**src/rtl/core/plane_slot_lru_table_assert.svh**
```systemverilog
// assertion helpers for the plane slot table, clocked on clk, held off in rst
`ifndef PLANE_SLOT_LRU_TABLE_ASSERT_SVH
`define PLANE_SLOT_LRU_TABLE_ASSERT_SVH

// same-cycle implication
`define PSLT_ASSERT_NOW(lbl, ante, cons) \
  lbl: assert property (@(posedge clk) disable iff (rst) (ante) |-> (cons)) \
    else $error("pslt check failed");

// next-cycle implication
`define PSLT_ASSERT_NEXT(lbl, ante, cons) \
  lbl: assert property (@(posedge clk) disable iff (rst) (ante) |=> (cons)) \
    else $error("pslt check failed");

`endif

```
**src/rtl/core/pslt_pkg.sv**
```systemverilog
package pslt_pkg;

  localparam int ENTRIES     = 16;
  localparam int HEIGHT_BITS = 16;
  localparam int TIME_BITS   = 32;
  localparam int IDX_W       = (ENTRIES > 1) ? $clog2(ENTRIES) : 1;
  localparam int COUNT_W     = 16;
  localparam logic [COUNT_W-1:0] COUNT_MAX = {COUNT_W{1'b1}};

  localparam logic REQ_ADD   = 1'b0;
  localparam logic REQ_CLEAR = 1'b1;

  typedef enum logic [2:0] {
    ST_JOINED   = 3'd0,
    ST_RESTART  = 3'd1,
    ST_FREE     = 3'd2,
    ST_EVICTED  = 3'd3,
    ST_DROPPED  = 3'd4,
    ST_CLEARED  = 3'd5
  } status_t;

  typedef enum logic [1:0] {
    S_IDLE,
    S_SCAN,
    S_FINISH
  } state_t;

  // search word handed from cell to cell
  typedef struct packed {
    logic                   active;
    logic [HEIGHT_BITS-1:0] h;
    logic [TIME_BITS-1:0]   now;
    logic                   done;
    logic                   pick_valid;
    logic [IDX_W-1:0]       pick_idx;
    status_t                status;
    logic                   oldest_valid;
    logic [IDX_W-1:0]       oldest_idx;
    logic [TIME_BITS-1:0]   oldest_stamp;
  } scan_tok_t;

  // slot update broadcast to all cells
  typedef struct packed {
    logic                   en;
    logic [IDX_W-1:0]       idx;
    logic [HEIGHT_BITS-1:0] h;
    logic [TIME_BITS-1:0]   now;
  } slot_wr_t;

endpackage

```
**src/rtl/core/pslt_cell.sv**
```systemverilog
module pslt_cell (
  input  logic                     clk,
  input  logic                     rst,
  input  logic [pslt_pkg::IDX_W-1:0] idx,
  input  pslt_pkg::scan_tok_t      tok_in,
  input  pslt_pkg::slot_wr_t       wr,
  output pslt_pkg::scan_tok_t      tok_out
);
  import pslt_pkg::*;

  logic                   valid;
  logic [HEIGHT_BITS-1:0] key;
  logic [TIME_BITS-1:0]   stamp;
  scan_tok_t              tok_next;

  // slot contents
  always_ff @(posedge clk) begin
    if (rst) begin
      valid <= 1'b0;
    end else if (wr.en && wr.idx == idx) begin
      valid <= 1'b1;
    end
  end

  always_ff @(posedge clk) begin
    if (wr.en && wr.idx == idx) begin
      key   <= wr.h;
      stamp <= wr.now;
    end
  end

  // one search step against this slot
  always_comb begin
    tok_next = tok_in;
    if (!tok_in.done) begin
      if (!valid) begin
        if (!tok_in.pick_valid) begin
          tok_next.pick_valid = 1'b1;
          tok_next.pick_idx   = idx;
          tok_next.status     = ST_FREE;
        end
      end else if (key == tok_in.h) begin
        tok_next.done       = 1'b1;
        tok_next.pick_valid = 1'b1;
        tok_next.pick_idx   = idx;
        tok_next.status     = (stamp == tok_in.now) ? ST_JOINED : ST_RESTART;
      end else if (!tok_in.oldest_valid || stamp < tok_in.oldest_stamp) begin
        tok_next.oldest_valid = 1'b1;
        tok_next.oldest_idx   = idx;
        tok_next.oldest_stamp = stamp;
      end
    end
  end

  always_ff @(posedge clk) begin
    if (rst) begin
      tok_out.active <= 1'b0;
    end else begin
      tok_out <= tok_next;
    end
  end

endmodule

```
**src/rtl/core/plane_slot_lru_table.sv**
```systemverilog
// channel | valid    | stall     | word
// in      | in_valid | in_stall  | req_type, height, frame_time
// out     | out_valid| out_stall | slot, status, plane_count
//
// an add walks a chain of ENTRIES slot cells, one cell per cycle with the
// accepting edge loading the first; the last cell's word is then decided
// into the pending register, and once the output is free the slot update
// and the result load happen together; the next word can follow after that
// a clear result loads in the cycle after the word is taken
// one request at a time; a result waiting on out_stall also holds in_stall
// reset (rst, synchronous) empties all slots and zeroes the count;
// a stalled result holds the update until it can be loaded
module plane_slot_lru_table (
  input  logic        clk,
  input  logic        rst,
  input  logic        in_valid,
  output logic        in_stall,
  input  logic [0:0]  req_type,
  input  logic [15:0] height,
  input  logic [31:0] frame_time,
  output logic        out_valid,
  input  logic        out_stall,
  output logic [3:0]  slot,
  output logic [2:0]  status,
  output logic [15:0] plane_count
);
  import pslt_pkg::*;

  state_t                 state, state_next;
  logic                   out_free;
  logic                   in_acc;
  logic                   commit;

  scan_tok_t              tok_head;
  scan_tok_t              tok [ENTRIES+1];
  scan_tok_t              tail;
  logic [ENTRIES-1:0]     tok_act;
  slot_wr_t               wr;

  // outcome held between the end of the scan and the slot update
  logic [IDX_W-1:0]       pend_idx;
  status_t                pend_status;
  logic                   pend_start;
  logic [HEIGHT_BITS-1:0] pend_h;
  logic [TIME_BITS-1:0]   pend_now;

  logic [COUNT_W-1:0]     count;
  logic [COUNT_W-1:0]     count_after;

  assign out_free = !out_valid || !out_stall;
  assign in_acc   = in_valid && !in_stall;

  // sequencer: next state
  always_comb begin
    state_next = state;
    unique case (state)
      S_IDLE:   if (in_acc && req_type == REQ_ADD) state_next = S_SCAN;
      S_SCAN:   if (tail.active) state_next = S_FINISH;
      S_FINISH: if (out_free) state_next = S_IDLE;
      default:  state_next = S_IDLE;
    endcase
  end

  // sequencer: outputs
  always_comb begin
    unique case (state)
      S_IDLE: begin
        in_stall = !out_free;
        commit   = 1'b0;
      end
      S_SCAN: begin
        in_stall = 1'b1;
        commit   = 1'b0;
      end
      S_FINISH: begin
        in_stall = 1'b1;
        commit   = out_free;
      end
      default: begin
        in_stall = 1'b1;
        commit   = 1'b0;
      end
    endcase
  end

  always_ff @(posedge clk) begin
    if (rst) begin
      state <= S_IDLE;
    end else begin
      state <= state_next;
    end
  end

  // search word entering the first cell
  always_comb begin
    tok_head        = '0;
    tok_head.active = in_acc && (req_type == REQ_ADD);
    tok_head.h      = HEIGHT_BITS'(height);
    tok_head.now    = TIME_BITS'(frame_time);
    tok_head.status = ST_FREE;
  end

  assign tok[0] = tok_head;

  assign wr.en  = commit && pend_start;
  assign wr.idx = pend_idx;
  assign wr.h   = pend_h;
  assign wr.now = pend_now;

  // the chain of slot cells
  for (genvar i = 0; i < ENTRIES; i++) begin : g_cell
    pslt_cell u_cell (
      .clk     (clk),
      .rst     (rst),
      .idx     (IDX_W'(i)),
      .tok_in  (tok[i]),
      .wr      (wr),
      .tok_out (tok[i+1])
    );
    assign tok_act[i] = tok[i+1].active;
  end

  assign tail = tok[ENTRIES];

  // decide: match or free slot, else evict the oldest unless it is current
  always_ff @(posedge clk) begin
    if (state == S_SCAN && tail.active) begin
      pend_h   <= tail.h;
      pend_now <= tail.now;
      if (tail.pick_valid) begin
        pend_idx    <= tail.pick_idx;
        pend_status <= tail.status;
        pend_start  <= (tail.status != ST_JOINED);
      end else if (tail.oldest_valid && tail.oldest_stamp != tail.now) begin
        pend_idx    <= tail.oldest_idx;
        pend_status <= ST_EVICTED;
        pend_start  <= 1'b1;
      end else begin
        pend_idx    <= '0;
        pend_status <= ST_DROPPED;
        pend_start  <= 1'b0;
      end
    end
  end

  // saturating plane count
  assign count_after = (pend_start && count != COUNT_MAX) ? count + 1'b1 : count;

  always_ff @(posedge clk) begin
    if (rst) begin
      count <= '0;
    end else if (in_acc && req_type == REQ_CLEAR) begin
      count <= '0;
    end else if (commit) begin
      count <= count_after;
    end
  end

  // result register
  always_ff @(posedge clk) begin
    if (rst) begin
      out_valid <= 1'b0;
    end else if ((in_acc && req_type == REQ_CLEAR) || commit) begin
      out_valid <= 1'b1;
    end else if (!out_stall) begin
      out_valid <= 1'b0;
    end
  end

  always_ff @(posedge clk) begin
    if (in_acc && req_type == REQ_CLEAR) begin
      slot        <= '0;
      status      <= ST_CLEARED;
      plane_count <= '0;
    end else if (commit) begin
      slot        <= 4'(pend_idx);
      status      <= pend_status;
      plane_count <= count_after;
    end
  end

`include "plane_slot_lru_table_assert.svh"

  // at most one search word travels the chain
  `PSLT_ASSERT_NOW(a_one_word, 1'b1, $onehot0(tok_act))
  // the chain only finishes while the sequencer waits for it
  `PSLT_ASSERT_NOW(a_tail_in_scan, tail.active, state == S_SCAN)
  // a slot update always comes with a result load
  `PSLT_ASSERT_NEXT(a_wr_result, wr.en, out_valid && status != ST_DROPPED)
  // a clear result reports an empty count
  `PSLT_ASSERT_NOW(a_clear_zero, out_valid && status == ST_CLEARED, plane_count == '0)

endmodule

```
**config.mk**
```make
export PLATFORM = sky130hd
export DESIGN_NAME = plane_slot_lru_table
export DESIGN_NICKNAME = d
export VERILOG_FILES = /design/src/rtl/core/pslt_pkg.sv /design/src/rtl/core/pslt_cell.sv /design/src/rtl/core/plane_slot_lru_table.sv
export VERILOG_INCLUDE_DIRS = /design/src /design/src/rtl/core
export SDC_FILE = /design/constraint.sdc
export NUM_CORES = 2
export LEC_CHECK = 0
export BUFFER_PORTS_ARGS = -buffer_cell sky130_fd_sc_hd__buf_4
export CAP_MARGIN = 15
export CORE_AREA = 2 2 674 341
export DETAILED_ROUTE_END_ITERATION = 8
export DIE_AREA = 0 0 676 343
export MAX_ROUTING_LAYER = met4
export PLACE_DENSITY = 0.7
export SYNTH_ARGS = -nofsm -noshare
export SYNTH_HDL_FRONTEND = slang
export SYNTH_SLANG_ARGS = --single-unit
```
**constraint.sdc**
```tcl
create_clock -name clk -period 44.9 [get_ports clk]
set_input_delay 4.49 -clock clk [delete_from_list [all_inputs] [get_ports clk]]
set_output_delay 4.49 -clock clk [all_outputs]
set_load 0.005 [all_outputs]
```
* After elaboration in Yosys (flattened, before gate mapping)
Cells that the tools add are included.
** Operators by class
- $add $sub $neg :: 1
- Muxes and demuxes :: 152
- Bitwise gates (word level) :: 2
- $lt $le $gt $ge :: 15
- Eq/ne operators :: 55
- Reductions and logical operators :: 66
** Operator list (number)
- $mux W37 :: 46
- $mux W45 :: 15
- $eq A32 B32 Y1 :: 16
- $lt A32 B32 Y1 :: 15
- $eq A16 B16 Y1 :: 16
- $mux W9 :: 16
- $mux W8 :: 15
- $mux W7 :: 15
- $mux W1 :: 36
- $eq A4 B4 Y1 const B :: 8
- $ne A32 B32 Y1 :: 1
- $logic_and A1 B1 Y1 :: 23
- $logic_not A1 Y1 :: 19
- $logic_or A1 B1 Y1 :: 17
- $add A16 B1 Y16 const B :: 1
- $eq A4 B3 Y1 const B :: 4
- $mux W16 :: 1
- $ne A16 B16 Y1 const B :: 1
- $eq A4 B2 Y1 const B :: 2
- $mux W4 :: 2
- $mux W2 :: 3
- $mux W3 :: 2
- $ne A2 B1 Y1 const B :: 3
- $pmux W2 S3 :: 1
- other kinds (11) :: 13
** Storage, ports and cells
- Logic and storage cells :: 509
- Input port bits :: 53
- Output and inout bits :: 25
- Flip-flop bits (word level) :: 2401

* Longest topological paths before layout
- Depth after elaboration :: 9
- Mapped depth :: 11
- Gate-level depth less buffers :: 9

* Hierarchy
A second synthesis with hierarchy kept.
** Unflattened totals
- Cell total of the unflattened synthesis :: 6650
- Area, all modules :: 104390.1 µm²
** By module, submodules not included
- pslt_cell at g_cell[0].u_cell ... :: instances 10, cells an instance 393, area an instance 6259.8 µm², seq. area each 4304.1 µm²
- pslt_cell at g_cell[5].u_cell ... :: instances 4, cells an instance 394, area an instance 6273.5 µm², seq. area each 4304.1 µm²
- pslt_cell at g_cell[4].u_cell :: instances 1, cells an instance 391, area an instance 6281.0 µm², seq. area each 4304.1 µm²
- pslt_cell at g_cell[9].u_cell :: instances 1, cells an instance 396, area an instance 6256.0 µm², seq. area each 4304.1 µm²
- plane_slot_lru_table :: instances 1, cells an instance 357, area an instance 4161.5 µm², seq. area each 2522.4 µm²

* Worst setup path after synthesis
Ideal clock, no wire load.
- Path kind :: input to register
- From :: input port rst
- To :: register count[10]
- Library setup time :: 0.067 ns
- Path buffers :: 1
- Slack :: 6.863 ns
- Data arrival time :: 37.970 ns
- Cell stages on the path :: 4
- Data required time :: 44.833 ns
- Cells stage by stage :: inv_1 nand2_1 clkbuf_1 nor2_1
** Between the ends
- Longest elaborated chain between the ends :: 1
** Ends and longest elaborated chain
- start: declaration :: RTL line plane_slot_lru_table.sv:15 : input logic rst,
- $reduce_or A2 Y1 (no source line)
- end signal: assignment :: RTL line plane_slot_lru_table.sv:155 : count <= count_after;
- end: declaration :: RTL line plane_slot_lru_table.sv:47 : logic [COUNT_W-1:0] count;
Every way passes these cells.
A chain may end at the register's enable or synchronous reset.

* Worst setup path in the final report
- From :: input port out_stall
- To :: output port in_stall
** Between the ends
- Longest elaborated chain between the ends :: 4
** Ends and longest elaborated chain
- start: declaration :: RTL line plane_slot_lru_table.sv:22 : input logic out_stall,
- $logic_not A1 Y1
- $logic_or A1 B1 Y1 :: RTL line plane_slot_lru_table.sv:50 : assign out_free = !out_valid || !out_stall;
- $logic_not A1 Y1 :: RTL line plane_slot_lru_table.sv:68 : in_stall = !out_free;
- $mux W1 :: RTL line plane_slot_lru_table.sv:66 : unique case (state)
- end: declaration :: RTL line plane_slot_lru_table.sv:17 : output logic in_stall,
Every way passes these cells.

==> metrics.txt <==
slew margin rel. under 10%; Synth Cell Area between 100000 and 150000 sq um; Initial Util between 40% and 50%; PwrDens 40.2 nW/um^2; top_reg_cell synth edfxtp_1; Switching Share a little over a fifth; Iteration-0 DRC Markers around 8400; Seq/Total Area, Yosys between 60% and 70%; share of power burned in registers 56.2%; Post-DP Area ~110000 sq um; pin count of the biggest net entering global routing around 170; Die ar. approximately 230000 sq um; Max-Cap Viols 0; RD Place Congestion 1.03; final hold vios 0; post_cts resized 0; GRT Resource Usage Total around 24%; Routed Antenna Nets 0; DRC viols 0; nets@finish slightly above 7000; Rows ~120; Yosys reg bits 2355; Worst Setup SP out_stall; CP top delay family buffers and inverters; total negative setup slack 0 ns; antenna violations before repair 21; largest area contributor in the netlist edfxtp_1; Hold Slack about 0.4 ns; Root Buffer clkbuf_16; Routed WL approximately 280 mm; first-pass GRT wire length between 300 and 400 mm; Net Count, Synth approximately 7000; post-DR vias/cell between 5 and 6; Design Area, Final around 110000 sq um; FF-to-FF Start g_cell[13].u_cell.stamp[9]; combinational power share around 4.4%; GRT overflow 0; Synth area leaders edfxtp_1 (68%), ha_1 (5.8%), mux2_2 (4.2%), xnor2_1 (4.1%), xor2_1 (3.0%); chip width 676 um; maximum clock rate approximately 100 MHz; CTS buffer count roughly 210; library cells used by synthesis 75; CP required approximately 40 ns; fill count ~19000; Post-synth ARST share 0%; routed via count between 50000 and 60000; RSZ-0062 raised after global routing no; Ys Warns 0; post-synth top area share around two thirds; worst skew pair latency approximately 0.86 ns; Clock Pin Slew Worst Setup and Hold Paths ~0.070 ns; Syn Area/Cell 15.6 sq um; CTS tree done; Setup Skew 0.0376 ns; H-tree depth 4; EDFF count, synth approximately 2300; Slew Viols, Final 0; maximum VDD drop slightly above 0.00003 V; clock share of power 39.3%; Area Overhead vs Synth 11.3%; clock sink count approximately 2400; Final period util between 20% and 30%; # hold bufs at CTS 0; share of layout cells above drive strength 1 14.2%; Worst Hold Class reg2reg; P_int 3.53 mW; vias in the first global route 52487; total iterations of the first detailed-routing run 6; startpoint types primary input; top-count cell post-synth edfxtp_1; CP max stage cell nor2b_1; die height between 300 and 400 um; Static Leak 40.2 nW; FF/Latch Area 70000 sq um; CORE AREA 227000 sq um; cells after synthesis between 6000 and 7000; final-report setup violation count 0; footprint of the multi-input gates between 20000 and 30000 sq um; CP max stage delay between 0.2 and 0.3 ns; hpwl dp roughly 210 mm; crit path time final about 9.7 ns; Crit Path Category in2out; NetSw a little under 1 mW; Worst Path Max Fanout 4; worst path cell trace buf_4 -> a21oi_1 -> nor2b_1 -> inv_1 -> buf_4; number of I/O pins 78; total power about 4.5 mW; PortBufs 77; Worst Max-Slew Pin Slew around 1.4 ns; WL/cell around 28 um; clock tree buffer depth 4; status complete, no violations; cell mode on critical path buf_4; worst path bufs/invs 3; hold path startpoint g_cell[15].u_cell.tok_out[78]; worst endpoint data arrival time 5.25 ns; Commonest cells post-synth edfxtp_1 (2281), inv_1 (519), xnor2_1 (477); Setup Buffers After CTS 0; Worst setup EP type output port
==> per-layer routing <==
layer,up-vias,GRT usage [%],routed length (um)
li1,24659,-,-
met1,28210,38.3,133000
met2,2815,25.2,89400
met3,237,15.6,53200
met4,0,2.77,2750
met5,-,-,0
==> area by class of cell <==
cell class / count / share of cell area [%]
flip-flops and latches: 2355 / 62.2
multi-input cells: 3496 / 25.7
clock buffers: 257 / 4.94
well taps: 3024 / 3.36
inverters: 519 / 1.74
repair buffers: 158 / 1.17
clock inverters: 121 / 0.884
diodes: 3 / 0.00667
==> power groups by stage <==
stage	logic [mW]	clock network (mW)	registers, mW
floorplan	0.116	0	2.64
global placement	0.185	0	2.59
detailed placement	0.190	0	2.59
CTS	0.192	1.81	2.54
global route	0.215	1.89	2.55
finish	0.201	1.78	2.54
==> final timing paths <==
kind                                                 endpoint  slack [ns]  cells after the start
worst min-delay path                                pend_h[0]        0.41                      0
worst max register to register  g_cell[13].u_cell.tok_out[14]       40.38                      9
worst max-delay path                                 in_stall       35.16                      5
worst min register to register                      pend_h[0]        0.41                      0
==> stage by stage <==
step                      cells  setup WS [ns]  utilization [%]
after global placement     9534          35.06             46.6
after global routing       9933          35.05             49.7
final                      9933          35.16             49.7
after floorplan            6460           6.86                -
after detailed placement   9535          34.97             46.6
after CTS                  9913          35.16             49.5
==> layout by cell type (no fill, tap or decap), drive strengths merged, types with 9 or more instances in the layout <==
cell / n
and4: 13
o211ai: 48
nand2b: 81
nor2b: 72
dfxtp: 74
o2111ai: 13
nand2: 180
o22ai: 10
nand3: 72
o21a: 10
mux2i: 33
nor4: 121
and2: 29
xnor2: 477
nand4: 217
nor3: 36
a31oi: 19
nor2: 174
a211oi: 50
inv: 522
ha: 466
xor2: 351
clkbuf: 258
or2: 50
and3: 50
edfxtp: 2281
a21o: 61
clkinv: 96
o21ai: 123
a21oi: 210
bufinv: 16
buf: 157
a21boi: 9
mux2: 448
==> state kept, by name (all words and copies together) (netlist names), 2 cells and up <==
signal and flops:
pend_h 16, slot 4, state 2, g_cell.u_cell.key 256, pend_now 32, plane_count 16
g_cell.u_cell.valid 16, g_cell.u_cell.tok_out 1473, pend_idx 4, status 3, count 16, pend_status 3
g_cell.u_cell.stamp 512
==> cells by family after synthesis <==
kind of cell / share of synthesized area, %
compound gates: 3.78
xor+xnor: 7.18
fa+ha+maj: 5.77
buf+inv: 2.47
flops: 69.2
mux: 5.51
simple gates: 6.06
==> worst reg2reg max path, delay by kind of cell, from the launching register on <==
family / cells / cell delay, ns
adder cells (fa/ha/maj): 1 / 0.34
flip-flops: 1 / 0.43
multiplexers: 1 / 0.34
AO/OA/AOI/OAI: 6 / 2.78
buffers and inverters: 1 / 0.38
Note: power is estimated with default switching activity, not from simulation.
